===== config.mk =====
export PLATFORM = sky130hd
export DESIGN_NAME = tmk_div_chain
export DESIGN_NICKNAME = d
export VERILOG_FILES = /design/src/design/tmk_pkg.sv /design/src/design/tmk_div_cell.sv /design/src/design/tmk_div_chain.sv
export SDC_FILE = /design/constraint.sdc
export NUM_CORES = 1
export LEC_CHECK = 0
export BUFFER_PORTS_ARGS = -buffer_cell sky130_fd_sc_hd__buf_2
export CAP_MARGIN = 20
export CORE_ASPECT_RATIO = 1.5
export CORE_MARGIN = 2
export CORE_UTILIZATION = 46
export DETAILED_ROUTE_END_ITERATION = 8
export GPL_TIMING_DRIVEN = 0
export PLACE_DENSITY = 0.65
export RECOVER_POWER = 100
export SLEW_MARGIN = 20
export SYNTH_ARGS = -nofsm -noshare
export SYNTH_HDL_FRONTEND = slang
export SYNTH_SLANG_ARGS = --single-unit

===== constraint.sdc =====
create_clock -name i_clk -period 22.6 [get_ports i_clk]
set_input_delay 2.26 -clock i_clk [delete_from_list [all_inputs] [get_ports i_clk]]
set_output_delay 2.26 -clock i_clk [all_outputs]
set_load 0.005 [all_outputs]

===== src/design/tmk_pkg.sv =====
// shared types and constants for the thin multipole kick block
package tmk_pkg;
    localparam int unsigned NumRegs   = 8;
    localparam int unsigned RegIdxW   = 3;
    localparam int unsigned FracShift = 28;
    localparam logic signed [31:0] AccMax = 32'sh7FFF_FFFF;

    typedef struct packed {
        logic signed [31:0] pos_x;
        logic signed [31:0] pos_y;
        logic signed [31:0] mom_x;
        logic signed [31:0] mom_y;
        logic        [31:0] rigidity;
    } t_in_item;

    typedef struct packed {
        logic signed [31:0] new_mom_x;
        logic signed [31:0] new_mom_y;
        logic               saturated;
    } t_out_item;

    typedef enum logic [2:0] {
        ST_IDLE, ST_MUL, ST_ACC, ST_LOAD, ST_DIV, ST_FIN, ST_OUT
    } t_state;

    // one restoring-division cell result
    typedef struct packed {
        logic [59:0] rem;
        logic        qbit;
    } t_cell_out;
endpackage


===== src/design/tmk_div_cell.sv =====
// one restoring division step: shifts in a dividend bit, subtracts the divisor when it fits
module tmk_div_cell
    import tmk_pkg::*;
(
    input  logic [59:0] i_rem,
    input  logic        i_bit,
    input  logic [31:0] i_div,
    output t_cell_out   o_res
);
    logic [60:0] w_sh;
    logic [60:0] w_diff;
    always_comb begin
        w_sh   = {i_rem, i_bit};
        w_diff = w_sh - {29'd0, i_div};
        if (!w_diff[60]) begin
            o_res.rem  = w_diff[59:0];
            o_res.qbit = 1'b1;
        end else begin
            o_res.rem  = w_sh[59:0];
            o_res.qbit = 1'b0;
        end
    end
endmodule


===== src/design/tmk_div_chain.sv =====
// chain of two division cells; each cycle with i_step high retires two quotient bits of |S|*2^28/rigidity
module tmk_div_chain
    import tmk_pkg::*;
(
    input  logic        i_clk,
    input  logic        i_load,
    input  logic        i_step,
    input  logic [59:0] i_num,
    input  logic [31:0] i_div,
    output logic [59:0] o_quot
);
    logic [59:0] r_rem;
    logic [59:0] r_num;
    logic [59:0] r_q;
    logic [31:0] r_div;
    t_cell_out   w_c0;
    t_cell_out   w_c1;

    tmk_div_cell u_c0 (.i_rem(r_rem), .i_bit(r_num[59]), .i_div(r_div), .o_res(w_c0));
    tmk_div_cell u_c1 (.i_rem(w_c0.rem), .i_bit(r_num[58]), .i_div(r_div), .o_res(w_c1));

    always_ff @(posedge i_clk) begin
        if (i_load) begin
            r_rem <= '0;
            r_num <= i_num;
            r_div <= i_div;
            r_q   <= '0;
        end else if (i_step) begin
            r_rem <= w_c1.rem;
            r_num <= {r_num[57:0], 2'b00};
            r_q   <= {r_q[57:0], w_c0.qbit, w_c1.qbit};
        end
    end
    assign o_quot = r_q;
endmodule


# After elaboration in Yosys (flattened, before gate mapping)
# Cells that the tools add are included.
[totals] output_inout_bits=60 elab_cells=11 reg_bits=212 inputBits=95
[op_classes] n_reduce_logical=1 muxes=4 n_addsub=2
[op_table] cell="$mux W61" n=2
[op_table] cell="$sub A61 B32 Y61" n=2
[op_table] cell="$mux W60" n=2
[op_table] cell="$reduce_bool A2 Y1" n=1

# Longest topological paths before layout
# Gate-level depths: netlist of the first run.
[logic_depth] ltp_word=4 ltp_mapped=30 depth_no_buf=26

# Hierarchy
# Synthesis of the first run repeated with hierarchy kept, for this count alone.
[unflattened] cells_unflattened=1566 area_unflattened_um2=14269.9
[by_module_without_submodules] module="tmk_div_chain" cells_per_inst=547 instances=1 area_each_um2=7855.0 seq_area_each_um2=5165.0
[by_module_without_submodules] module="tmk_div_cell at u_c0" cells_per_inst=496 instances=1 area_each_um2=3221.8 seq_area_each_um2=0.0
[by_module_without_submodules] module="tmk_div_cell at u_c1" cells_per_inst=523 instances=1 area_each_um2=3193.1 seq_area_each_um2=0.0

# Worst setup path after synthesis of the first run
# OpenSTA, ideal clock, no wires.
[synth_timing] path_kind="reg2reg" start="register r_rem[46]" end="register r_rem[53]" arrival_time_ns=6.979 setup_time_ns=0.117 path_buffers=3 stages_incl_launch_ff=26 required_time_ns=22.483 path_slack_ns=15.503 path_cell_list="dfxtp_1 or4_4 or4_4 nor4_4 mux2_4 a31o_4 or2_1 buf_2 buf_2 clkbuf_1 nand2_1 o21ai_0 fa_1 a21o_1 a21o_1 a211oi_1 nor4b_1 or3_1 o31a_1 a41oi_1 and3_1 and2_1 nand3_2 mux2_4 or4_1 a32o_1"
[synth_between] elab_chain_len=4
[synth_lines] item="start, declared" line_no="tmk_div_chain.sv:12" rtl="logic [59:0] r_rem;"
[synth_lines] item="start signal, assigned" line_no="tmk_div_chain.sv:29" rtl="r_rem <= w_c1.rem;"
[synth_lines] item="$sub A61 B32 Y61" line_no="tmk_div_cell.sv:14" rtl="w_diff = w_sh - {29'd0, i_div};"
[synth_lines] item="$mux W61 (*)" line_no="tmk_div_cell.sv:15" rtl="if (!w_diff[60]) begin"
[synth_lines] item="$sub A61 B32 Y61" line_no="tmk_div_cell.sv:14"
[synth_lines] item="$mux W61 (*)" line_no="tmk_div_cell.sv:15"
# Mark *: on every way between the ends. The rest lies on a longest branch, timed or not.
# A chain may end at the register's enable or synchronous reset.

# Final worst setup path of the first run
[layout_timing] start="register r_rem[31]" end="register r_rem[31]"
# The elaborated chain is that of the path after synthesis.

==> key figures, run 1 <==
Outcome
  – Outcome: finished with violations
  – Failing checks: max-capacitance violations, max-slew violations

Clocking
  – H-tree depth: 1
  – # hold bufs at CTS: 0
  – Cts bufs inserted: 23
  – Worst-Skew Late Latency: around 560 ps
  – Clk buf depth: 3
  – Setup bufs post-CTS: 0
  – CTS tree: done
  – Root Buffer Master: clkbuf_16
  – Clock-pin slew on the worst setup and hold paths: 70 ps
  – Post-CTS resize count: 0
  – # clock sinks: 212

Min path
  – Hold Path Stages: 2
  – Worst hold start: r_rem[1]$_SDFFE_PP0P_
  – WHS Endpoint: r_rem[1]$_SDFFE_PP0P_
  – Hold Path Class: reg2reg

Synth
  – Commonest cells in the synthesized netlist: nor2_1 (163), nand2_1 (142), dfxtp_1 (120), edfxtp_1 (92), mux2i_1 (90)
  – Top FF cell, synth: dfxtp_1
  – Yosys warns: 0
  – Share of the synthesized area in the top cell type: between 20% and 30%
  – Asr flop ratio synth: 0%
  – Syn Std Cell Area: 13,700 um2
  – Synth top area cells: edfxtp_1 (20%), dfxtp_1 (18%), mux2i_1 (6.6%), ha_1 (5.8%), mux2_2 (4.8%)
  – Syn Area/Cell: ~9.1 um2
  – Syn Inst Count: around 1,500
  – Sequential share of the synthesized area: between 30% and 40%
  – Netlist cell types: 86
  – Post-synth top area cell: edfxtp_1
  – Most frequent cell after synthesis: nor2_1
  – Yosys reg bits: 212
  – EDFF count, synth: 92
  – Synthesized Nets: about 1,700

Placed design
  – Placer Congestion: 0.965
  – Pre-CTS WS: roughly 13,000 ps
  – Post-DP HPWL: between 30 and 40 mm
  – Port Buffers: approximately 150

Finish
  – Area grow syn2layout: 13.6%
  – Filler Cell Count: between 2,000 and 3,000
  – Nets: ~1,800
  – Layout cells sized above 1: between 10% and 20%

Global routing
  – GRT Residual Overflow: 0
  – Largest net degree at the start of global routing: 61
  – Global-route usage over all layers: 25.4%
  – First-pass GRT wire length: around 64 mm
  – Antenna violations before repair: 4
  – Vias in the first global route: roughly 12,000

Detailed routing
  – Routed vias/inst: 5.71
  – Routed vias: 12,000
  – ANT nets after route: 0
  – Drt first pass iters: 6
  – Detailed Route WL: between 40 and 50 mm
  – Initial DRC Count: approximately 630
  – DRC Markers: 0
  – Routed WL per cell: slightly below 20 um

Setup path
  – Required time of the critical path: between 20,000 and 25,000 ps
  – Worst Reg-to-Reg Cells: 26
  – RR Endpoint: r_rem[31]$_SDFFE_PP0P_
  – Crit-path max FO: 10
  – Setup crit start kind: flop
  – CP Data Arrival Time: about 12,000 ps
  – Endpoint class of the critical path: flop
  – Kind of critical path: reg2reg
  – Setup slack, reg-to-reg: roughly 11,000 ps
  – Worst flop-to-flop path startpoint: r_rem[31]$_SDFFE_PP0P_

Timing
  – Maximum clock frequency: around 87 MHz
  – Final TNS setup: 0 ps
  – Clock Skew: about 36 ps
  – Fin crit period: around 11,000 ps
  – Measured slew at the worst slew-check pin: between 2000 and 3000 ps
  – RSZ-0062 raised after global routing: no
  – Setup violations, final: 0
  – Fin crit share: 50.6%
  – Fin. Hold Viols: 0
  – Pins over their slew limit: between 90 and 100
  – Max-slew headroom: -70.8%
  – PnR worst setup slack: between 10,000 and 15,000 ps

Floorplan
  – Boundary pin count: between 150 and 200
  – Die area: between 30,000 and 40,000 um2
  – Row count: 77
  – Initial Util: between 40% and 50%
  – Die W: 145 um
  – Die Span Y: roughly 220 um
  – Core Region: between 20,000 and 30,000 um2

Flow run
  – # Max-Cap Violations: 2
[registers in the layout, indices dropped and copies added, names as in the netlist]
signal and cells:
o_quot 60, r_num 60, r_div 32, r_rem 60
[routing by layer]
| layer | GRT usage [%] | wire, um |
|---|---|---|
| met1 | 26.4 | 15100 |
| met2 | 46.4 | 20100 |
| met3 | 5.54 | 2580 |
| met4 | 15.8 | 2720 |
| met5 | 0 | 22 |
[critical path, stage by stage (launching register included)]
cell and delay (ps):
dfxtp_1 300, clkbuf_1 240, nor4_1 960, nand2_1 440, nor4_1 1030, nor2b_1 250
a31o_4 220, or2_1 110, clkbuf_1 400, clkbuf_1 450, clkbuf_1 660, o21ai_0 330
fa_1 500, a21o_1 180, a21o_1 210, a211oi_1 360, nor4b_1 130, or3_1 450
o31a_1 400, a41oi_1 560, and3_1 300, and2_0 400, a31oi_1 200, nor2_1 960
clkbuf_1 780, mux2i_1 190, a211oi_1 290
[final cells by class]
type                    count  area, um2  share of cell area [%]
inverters                  52        196                    1.26
clock inverters            12        108                   0.691
plain buffers              83        313                    2.01
flip-flops and latches    212       5160                    33.2
clock buffers              30        602                    3.87
diodes                      2       5.00                  0.0321
repair buffers            153        713                    4.58
well taps                 395        494                    3.17
multi-input cells        1161       7980                    51.2
[placed cells by master (no fill, tap or decap), types with 23 or more instances in the layout]
| master | netlist | final |
|---|---|---|
| a211oi_1 | 40 | 39 |
| a21o_1 | 37 | 37 |
| a21oi_1 | 78 | 78 |
| buf_2 | 6 | 112 |
| clkbuf_1 | 63 | 120 |
| clkbuf_16 | 0 | 23 |
| dfxtp_1 | 120 | 120 |
| edfxtp_1 | 92 | 92 |
| ha_1 | 64 | 64 |
| inv_1 | 51 | 50 |
| mux2_2 | 58 | 58 |
| mux2i_1 | 90 | 90 |
| nand2_1 | 142 | 142 |
| nand3_1 | 25 | 25 |
| nor2_1 | 163 | 164 |
| o21ai_0 | 81 | 87 |
| xnor2_1 | 57 | 57 |
| xor2_1 | 37 | 37 |
[logic make-up after synthesis]
| kind of cell | synth area share (%) |
|---|---|
| XOR/XNOR | 6.12 |
| AO/OA/AOI/OAI | 16.7 |
| adder cells (fa/ha/maj) | 6.13 |
| multiplexers | 11.6 |
| AND/OR/NAND/NOR | 17.8 |
| flip-flops | 37.7 |
| buffers and inverters | 3.92 |
[stage by stage]
| step | hold WS [ps] | utilization (%) | area, um2 | cells |
|---|---|---|---|---|
| 6_report | 486 | 53.0 | 15600 | 2100 |
| 5_1_grt | 506 | 53.0 | 15600 | 2100 |
| 4_1_cts | 474 | 53.4 | 15700 | 2098 |
| 3_5_place_dp | 464 | 51.0 | 15000 | 2056 |
| 3_3_place_gp | 457 | 50.9 | 15000 | 2056 |
| 2_1_floorplan | 446 | - | 13700 | 1508 |
[worst max path at each step]
stage | startpoint | endpoint | slack (ps) | cells past startpoint
5_1_grt | r_rem[31]$_SDFFE_PP0P_ | r_rem[31]$_SDFFE_PP0P_ | 10720 | 26
6_report | r_rem[31]$_SDFFE_PP0P_ | r_rem[31]$_SDFFE_PP0P_ | 11170 | 26
3_5_place_dp | r_rem[31]$_SDFFE_PP0P_ | r_rem[2]$_SDFFE_PP0P_ | 13320 | 26
3_3_place_gp | r_rem[31]$_SDFFE_PP0P_ | r_rem[2]$_SDFFE_PP0P_ | 13390 | 26
2_1_floorplan | r_rem[46]$_SDFFE_PP0P_ | r_rem[53]$_SDFFE_PP0P_ | 15500 | 25
4_1_cts | r_rem[31]$_SDFFE_PP0P_ | r_rem[2]$_SDFFE_PP0P_ | 13310 | 26
Power of run 1 is left out: the tool's default activity adds up to more than one toggle a clock period on the data nets, which glitch-free logic cannot reach.
==> run 2, diff against run 1 <==
ABC_AREA = 1   (was unset)
PLACE_DENSITY = 0.67   (was 0.65)
clock period = 10.2 ns   (was 22.6 ns; I/O delays follow)
==> key figures, run 2 <==
Placed design
  – Post-DP HPWL: 52.7 mm (+69%)
  – Port Buffers: 153 (unchanged)
  – Placer Congestion: 1.05 (+9.0%)

Floorplan
  – Die W: 158 um (+9.2%)
  – Row count: 84 (+9.1%)
  – Boundary pin count: 155 (unchanged)
  – Initial Util: 46.8% (+0.17 points)
  – Die area: 37,300 um2 (+19%)
  – Core Region: 35,100 um2 (+19%)
  – Die Span Y: 236 um (+9.3%)

Detailed routing
  – Routed vias: 16,900 (+41%)
  – DRC Markers: 0 (unchanged)
  – Routed vias/inst: 5.22 (-8.6%)
  – Drt first pass iters: 7 (+1)
  – Detailed Route WL: 63.5 mm (+57%)
  – ANT nets after route: 0 (unchanged)
  – Routed WL per cell: 19.7 um (+1.9%)
  – Initial DRC Count: 1,006 (+61%)

Timing
  – Max-slew headroom: -72.1% (-1.3 points)
  – Clock Skew: 23.5 ps (-12.8 ps)
  – Pins over their slew limit: 110 (+13%)
  – RSZ-0062 raised after global routing: no
  – Min Hold Slack: 462 ps (-24.5 ps)
  – Fin. Hold Viols: 0 (unchanged)
  – Measured slew at the worst slew-check pin: 2580 ps (+33.3 ps)
  – Maximum clock frequency: 114 MHz (+31%)
  – Final TNS setup: 0 ps (unchanged)
  – Setup violations, final: 0 (unchanged)
  – Fin crit share: 85.8% (+35 points)
  – Fin crit period: 8750 ps (-2690 ps)

Clocking
  – Setup bufs post-CTS: 0 (unchanged)
  – Clock-pin slew on the worst setup and hold paths: 60 ps (about the same)
  – Post-CTS resize count: 0 (unchanged)
  – # hold bufs at CTS: 0 (unchanged)
  – Root Buffer Master: clkbuf_16
  – # clock sinks: 212 (unchanged)
  – Worst-Skew Late Latency: 550 ps (about the same)
  – Clk buf depth: 3 (unchanged)
  – CTS tree: done
  – H-tree depth: 1 (unchanged)
  – Cts bufs inserted: 23 (unchanged)

Setup path
  – Required time of the critical path: 10,700 ps (-12,340 ps)
  – CP Data Arrival Time: 9250 ps (-2620 ps)
  – Setup crit start kind: flop
  – Endpoint class of the critical path: flop
  – Crit-path max FO: 10 (unchanged)
  – Crit path from: r_div[0]$_DFFE_PP_
  – Kind of critical path: reg2reg
  – CP peak stage delay: 1060 ps (+30 ps)
  – Worst flop-to-flop path startpoint: r_div[0]$_DFFE_PP_
  – Worst Reg-to-Reg Cells: 35 (+35%)
  – CP max stage cell: o21ai_0
  – Critical Path Most Common Cell: nand2_1

Global routing
  – Antenna violations before repair: 1 (-3)
  – Largest net degree at the start of global routing: 42 (-31%)
  – Global-route usage over all layers: 34.3% (+8.9 points)
  – GRT Residual Overflow: 0 (unchanged)
  – Vias in the first global route: 16,600 (+34%)
  – First-pass GRT wire length: 94.8 mm (+48%)

Synth
  – EDFF count, synth: 92 (unchanged)
  – Yosys reg bits: 212 (unchanged)
  – Yosys warns: 0 (unchanged)
  – Sequential share of the synthesized area: 31.4% (-6.3 points)
  – Netlist cell types: 51 (-41%)
  – Asr flop ratio synth: 0% (unchanged)
  – Most frequent cell after synthesis: nand2_1
  – Share of the synthesized area in the top cell type: 22.0% (+1.8 points)
  – Synthesized Nets: 2,720 (+63%)
  – Syn Std Cell Area: 16,400 um2 (+20%)
  – Post-synth top area cell: nand2_1
  – Top FF cell, synth: dfxtp_1
  – Syn Inst Count: 2,559 (+70%)
  – Synth top area cells: nand2_1 (22%), edfxtp_1 (17%), dfxtp_1 (15%), inv_1 (9.0%), ha_1 (4.9%)
  – Syn Area/Cell: 6.42 um2 (-29%)
  – Commonest cells in the synthesized netlist: nand2_1 (963), inv_1 (394), nor2_1 (213), nand3_1 (144), dfxtp_1 (120)

Power
  – Pint: roughly 0.0024 W
  – Peak supply drop: around 150 uV
  – Sequential share of power: a little over a fifth
  – Leakage: around 9.0 nW
  – Net Sw Power: about 0.0026 W
  – PwrDens: about 270 nW/um2
  – Power share of the clock group: between 15 and 20%
  – Switching part of the total power: 51.6%
  – Gate power share: ~61%

Outcome
  – Failing checks: max-capacitance violations, max-slew violations
  – Outcome: finished with violations

Flow run
  – # Max-Cap Violations: 3 (+1)

Finish
  – Area grow syn2layout: 11.5%
  – Most frequent cells in the layout: nand2_1 (967), inv_1 (394), nor2_1 (213), nand3_1 (145), dfxtp_1 (120)
  – Layout cells sized above 1: 9.00% (-3.9 points)
  – Commonest non-fill, non-tap cell in the layout: nand2_1
  – Filler Cell Count: 3,768 (+34%)
  – Nets: 2,899 (+57%)

Min path
  – Worst hold start: o_quot[58]$_SDFFE_PP0P_
  – Hold Path Stages: 2 (unchanged)
  – Hold Path Class: reg2reg
## run 2: kinds of logic after synthesis
group / Yosys count / share of synthesized area, %
simple gates: 1462 / 37.5
buf+inv: 468 / 11.9
compound gates: 282 / 10.4
flops: 212 / 31.4
xor+xnor: 69 / 3.68
fa+ha+maj: 66 / 5.12
## run 2: metrics by stage
step,worst slack [ps],cell area (um2),power (W),instances,util (%)
6_report,1450,18300,0.00495,3229,52.2
5_1_grt,827,18300,0.00528,3229,52.2
4_1_cts,2150,18600,0.00498,3228,52.8
3_5_place_dp,2180,17800,0.00411,3186,50.8
3_3_place_gp,2110,17800,0.00410,3185,50.7
2_1_floorplan,4940,16400,0.00319,2559,-
## run 2: worst max-delay path: cells and delay by family, from the launching register on
| kind | cells | cell delay [ps] |
|---|---|---|
| and+or+nand+nor | 21 | 2990 |
| AOI/OAI and AO/OA | 5 | 2230 |
| buffers and inverters | 6 | 1850 |
| adders and majority gates | 3 | 1180 |
| DFF | 1 | 400 |
## run 2: cell type report
type	instances	area (um2)	share of cell area [%]
diodes	1	2.50	0.0137
plain buffers	64	372	2.03
clock buffers	31	606	3.31
clock inverters	11	129	0.704
inverters	404	1520	8.28
multi-input cells	1879	9240	50.4
flip-flops and latches	212	5160	28.2
well taps	473	592	3.23
repair buffers	154	699	3.82
## run 2: per-layer routing
layer,part of all wire (%),track usage [%]
met5,0,0
met3,6.2,6.79
met1,35,34.4
met2,48,59.1
met4,11,30.6
## run 2: power groups by stage
stage	clock network, W	registers, W	logic [W]
2_1_floorplan	0	0.00106	0.00213
3_5_place_dp	0	0.00109	0.00302
5_1_grt	0.000894	0.00108	0.00330
3_3_place_gp	0	0.00109	0.00301
6_report	0.000852	0.00107	0.00303
4_1_cts	0.000862	0.00107	0.00304
## run 2: path summary, 6_finish.rpt
check                            end  slack [ps]
min          o_quot[58]$_SDFFE_PP0P_         460
max           r_rem[37]$_SDFFE_PP0P_        1450
min reg2reg  o_quot[58]$_SDFFE_PP0P_         460
max reg2reg   r_rem[37]$_SDFFE_PP0P_        1450
No activity file was read; power rests on OpenSTA's default activity.
==> run 3, diff against run 2 <==
PLACE_DENSITY = unset   (was 0.67)
clock period = 8.75 ns   (was 10.2 ns; I/O delays follow)
==> key figures, run 3 (same netlist as run 2, synthesis figures left out) <==
Floorplan
  – Initial Util: 46.8% (unchanged)
  – Die W: 158 um (unchanged)
  – Die area: 37,300 um2 (unchanged)
  – Core Region: 35,100 um2 (unchanged)
  – Die Span Y: 236 um (unchanged)
  – Row count: 84 (unchanged)
  – Boundary pin count: 155 (unchanged)

Setup path
  – Crit-path max FO: 10 (unchanged)
  – Top Family by Delay on Critical Path: simple AND/OR/NAND/NOR gates
  – Setup crit start kind: flop
  – Required time of the critical path: 9160 ps (-1540 ps)
  – CP max stage cell: clkbuf_1
  – Kind of critical path: reg2reg
  – CP peak stage delay: 650 ps (-410 ps)
  – Worst flop-to-flop path startpoint: r_div[0]$_DFFE_PP_
  – CP Data Arrival Time: 8570 ps (-680 ps)
  – Worst Path Buf+Inv: 5 (-1)
  – Endpoint class of the critical path: flop
  – Crit path from: r_div[0]$_DFFE_PP_

Outcome
  – Failing checks: max-capacitance violations, max-slew violations
  – Outcome: finished with violations

Detailed routing
  – Routed WL per cell: 19.0 um (-3.4%)
  – DRC Markers: 0 (unchanged)
  – ANT nets after route: 0 (unchanged)
  – Initial DRC Count: 1,050 (+4.4%)
  – Routed vias/inst: 5.22 (about the same)
  – Routed vias: 16,900 (unchanged)
  – Drt first pass iters: 5 (-2)
  – Detailed Route WL: 61.3 mm (-3.4%)

Finish
  – Layout cells sized above 1: 10.1% (+1.1 points)
  – Area grow syn2layout: 12.0%
  – Filler Cell Count: 3,777 (+0.24%)
  – Most frequent cells in the layout: nand2_1 (965), inv_1 (394), nor2_1 (213), nand3_1 (145), buf_2 (121)
  – Fin util: 52.4% (+0.26 points)
  – Nets: 2,900 (+0.034%)
  – Commonest non-fill, non-tap cell in the layout: nand2_1

Flow run
  – # Max-Cap Violations: 2 (-1)

Global routing
  – Global-route usage over all layers: 32.8% (-1.6 points)
  – GRT Residual Overflow: 0 (unchanged)
  – First-pass GRT wire length: 91.0 mm (-4.0%)
  – Grt met3 use: 6.00% (-0.79 points)
  – GRT met2 Usage: 54.8% (-4.3 points)
  – Vias in the first global route: 16,300 (-1.5%)
  – GR Util met1: 32.5% (-2.0 points)
  – Largest net degree at the start of global routing: 57 (+36%)
  – Antenna violations before repair: 2 (+1)
  – Grt peak-use layer: met2

Min path
  – Worst hold start: o_quot[59]$_SDFFE_PP0P_
  – Hold Path Class: reg2reg

Placed design
  – Port Buffers: 153 (unchanged)
  – Post-DP HPWL: 50.7 mm (-3.8%)
  – Placer Congestion: 1.05 (+0.16%)

Clocking
  – # hold bufs at CTS: 0 (unchanged)
  – Cts bufs inserted: 24 (+4.3%)
  – # clock sinks: 212 (unchanged)
  – CTS tree: done
  – Post-CTS resize count: 0 (unchanged)
  – Worst-Skew Late Latency: 560 ps (about the same)
  – Clock-pin slew on the worst setup and hold paths: 70 ps (about the same)
  – H-tree depth: 1 (unchanged)
  – Clk buf depth: 3 (unchanged)
  – Setup bufs post-CTS: 0 (unchanged)
  – Root Buffer Master: clkbuf_16

Timing
  – Setup violations, final: 0 (unchanged)
  – Max-slew headroom: -95.4% (-23 points)
  – Fin. Hold Viols: 0 (unchanged)
  – Pins over their slew limit: 95 (-14%)
  – Fin crit period: 8160 ps (-588 ps)
  – Fin crit share: 93.3% (+7.5 points)
  – Maximum clock frequency: 123 MHz (+7.2%)
  – Final TNS setup: 0 ps (unchanged)
  – Measured slew at the worst slew-check pin: 2930 ps (+350 ps)
  – RSZ-0062 raised after global routing: no
  – Min Hold Slack: 479 ps (+17.4 ps)
  – Clock Skew: 29.1 ps (+5.65 ps)

Power
  – PwrDens: 314 nW/um2 (+16%)
  – Peak supply drop: 178 uV (+19%)
  – Total power draw: 0.00577 W (+17%)
  – Leakage: 9.12 nW (+1.6%)
## run 3: stage by stage
stage               cells  area, um2  setup WS [ps]
CTS                  3230      18600            960
detailed placement   3186      17800            973
floorplan            2559      16400           3490
finish               3231      18400            588
global placement     3185      17800            692
global route         3231      18400            131
## run 3: final timing paths
kind / end / slack [ps] / cells after the start
hold / removal: o_quot[59]$_SDFFE_PP0P_ / 480 / 2
setup / recovery: r_rem[12]$_SDFFE_PP0P_ / 590 / 34
hold reg to reg: o_quot[59]$_SDFFE_PP0P_ / 480 / 2
setup reg to reg: r_rem[12]$_SDFFE_PP0P_ / 590 / 34
## run 3: final cells by class
type,count,area [um2],area share [%]
well taps,473,592,3.21
repair buffers,154,728,3.96
plain buffers,64,395,2.15
multi-input cells,1879,9250,50.2
inverters,404,1520,8.24
clock inverters,13,115,0.625
clock buffers,31,648,3.52
diodes,1,2.50,0.0136
flip-flops and latches,212,5160,28.1
## run 3: worst min-delay path, stage by stage, from the launching register on
cell and delay [ps]:
dfxtp_1 340, nand2_1 60, o21ai_0 60
## run 3: routing by layer
metal / routed length (um) / share of wire [%] / up-vias
li1: - / - / 8426
met1: 20900 / 34 / 7538
met2: 28800 / 47 / 600
met3: 3590 / 5.8 / 288
met4: 7980 / 13 / 0
met5: 0 / 0 / -
## run 3: report_power, final
group	internal (W)	total, W	switching (W)
Sequential	0.00116	0.00126	0.0000974
Combinational	0.00109	0.00350	0.00242
Clock	0.000561	0.00101	0.000451
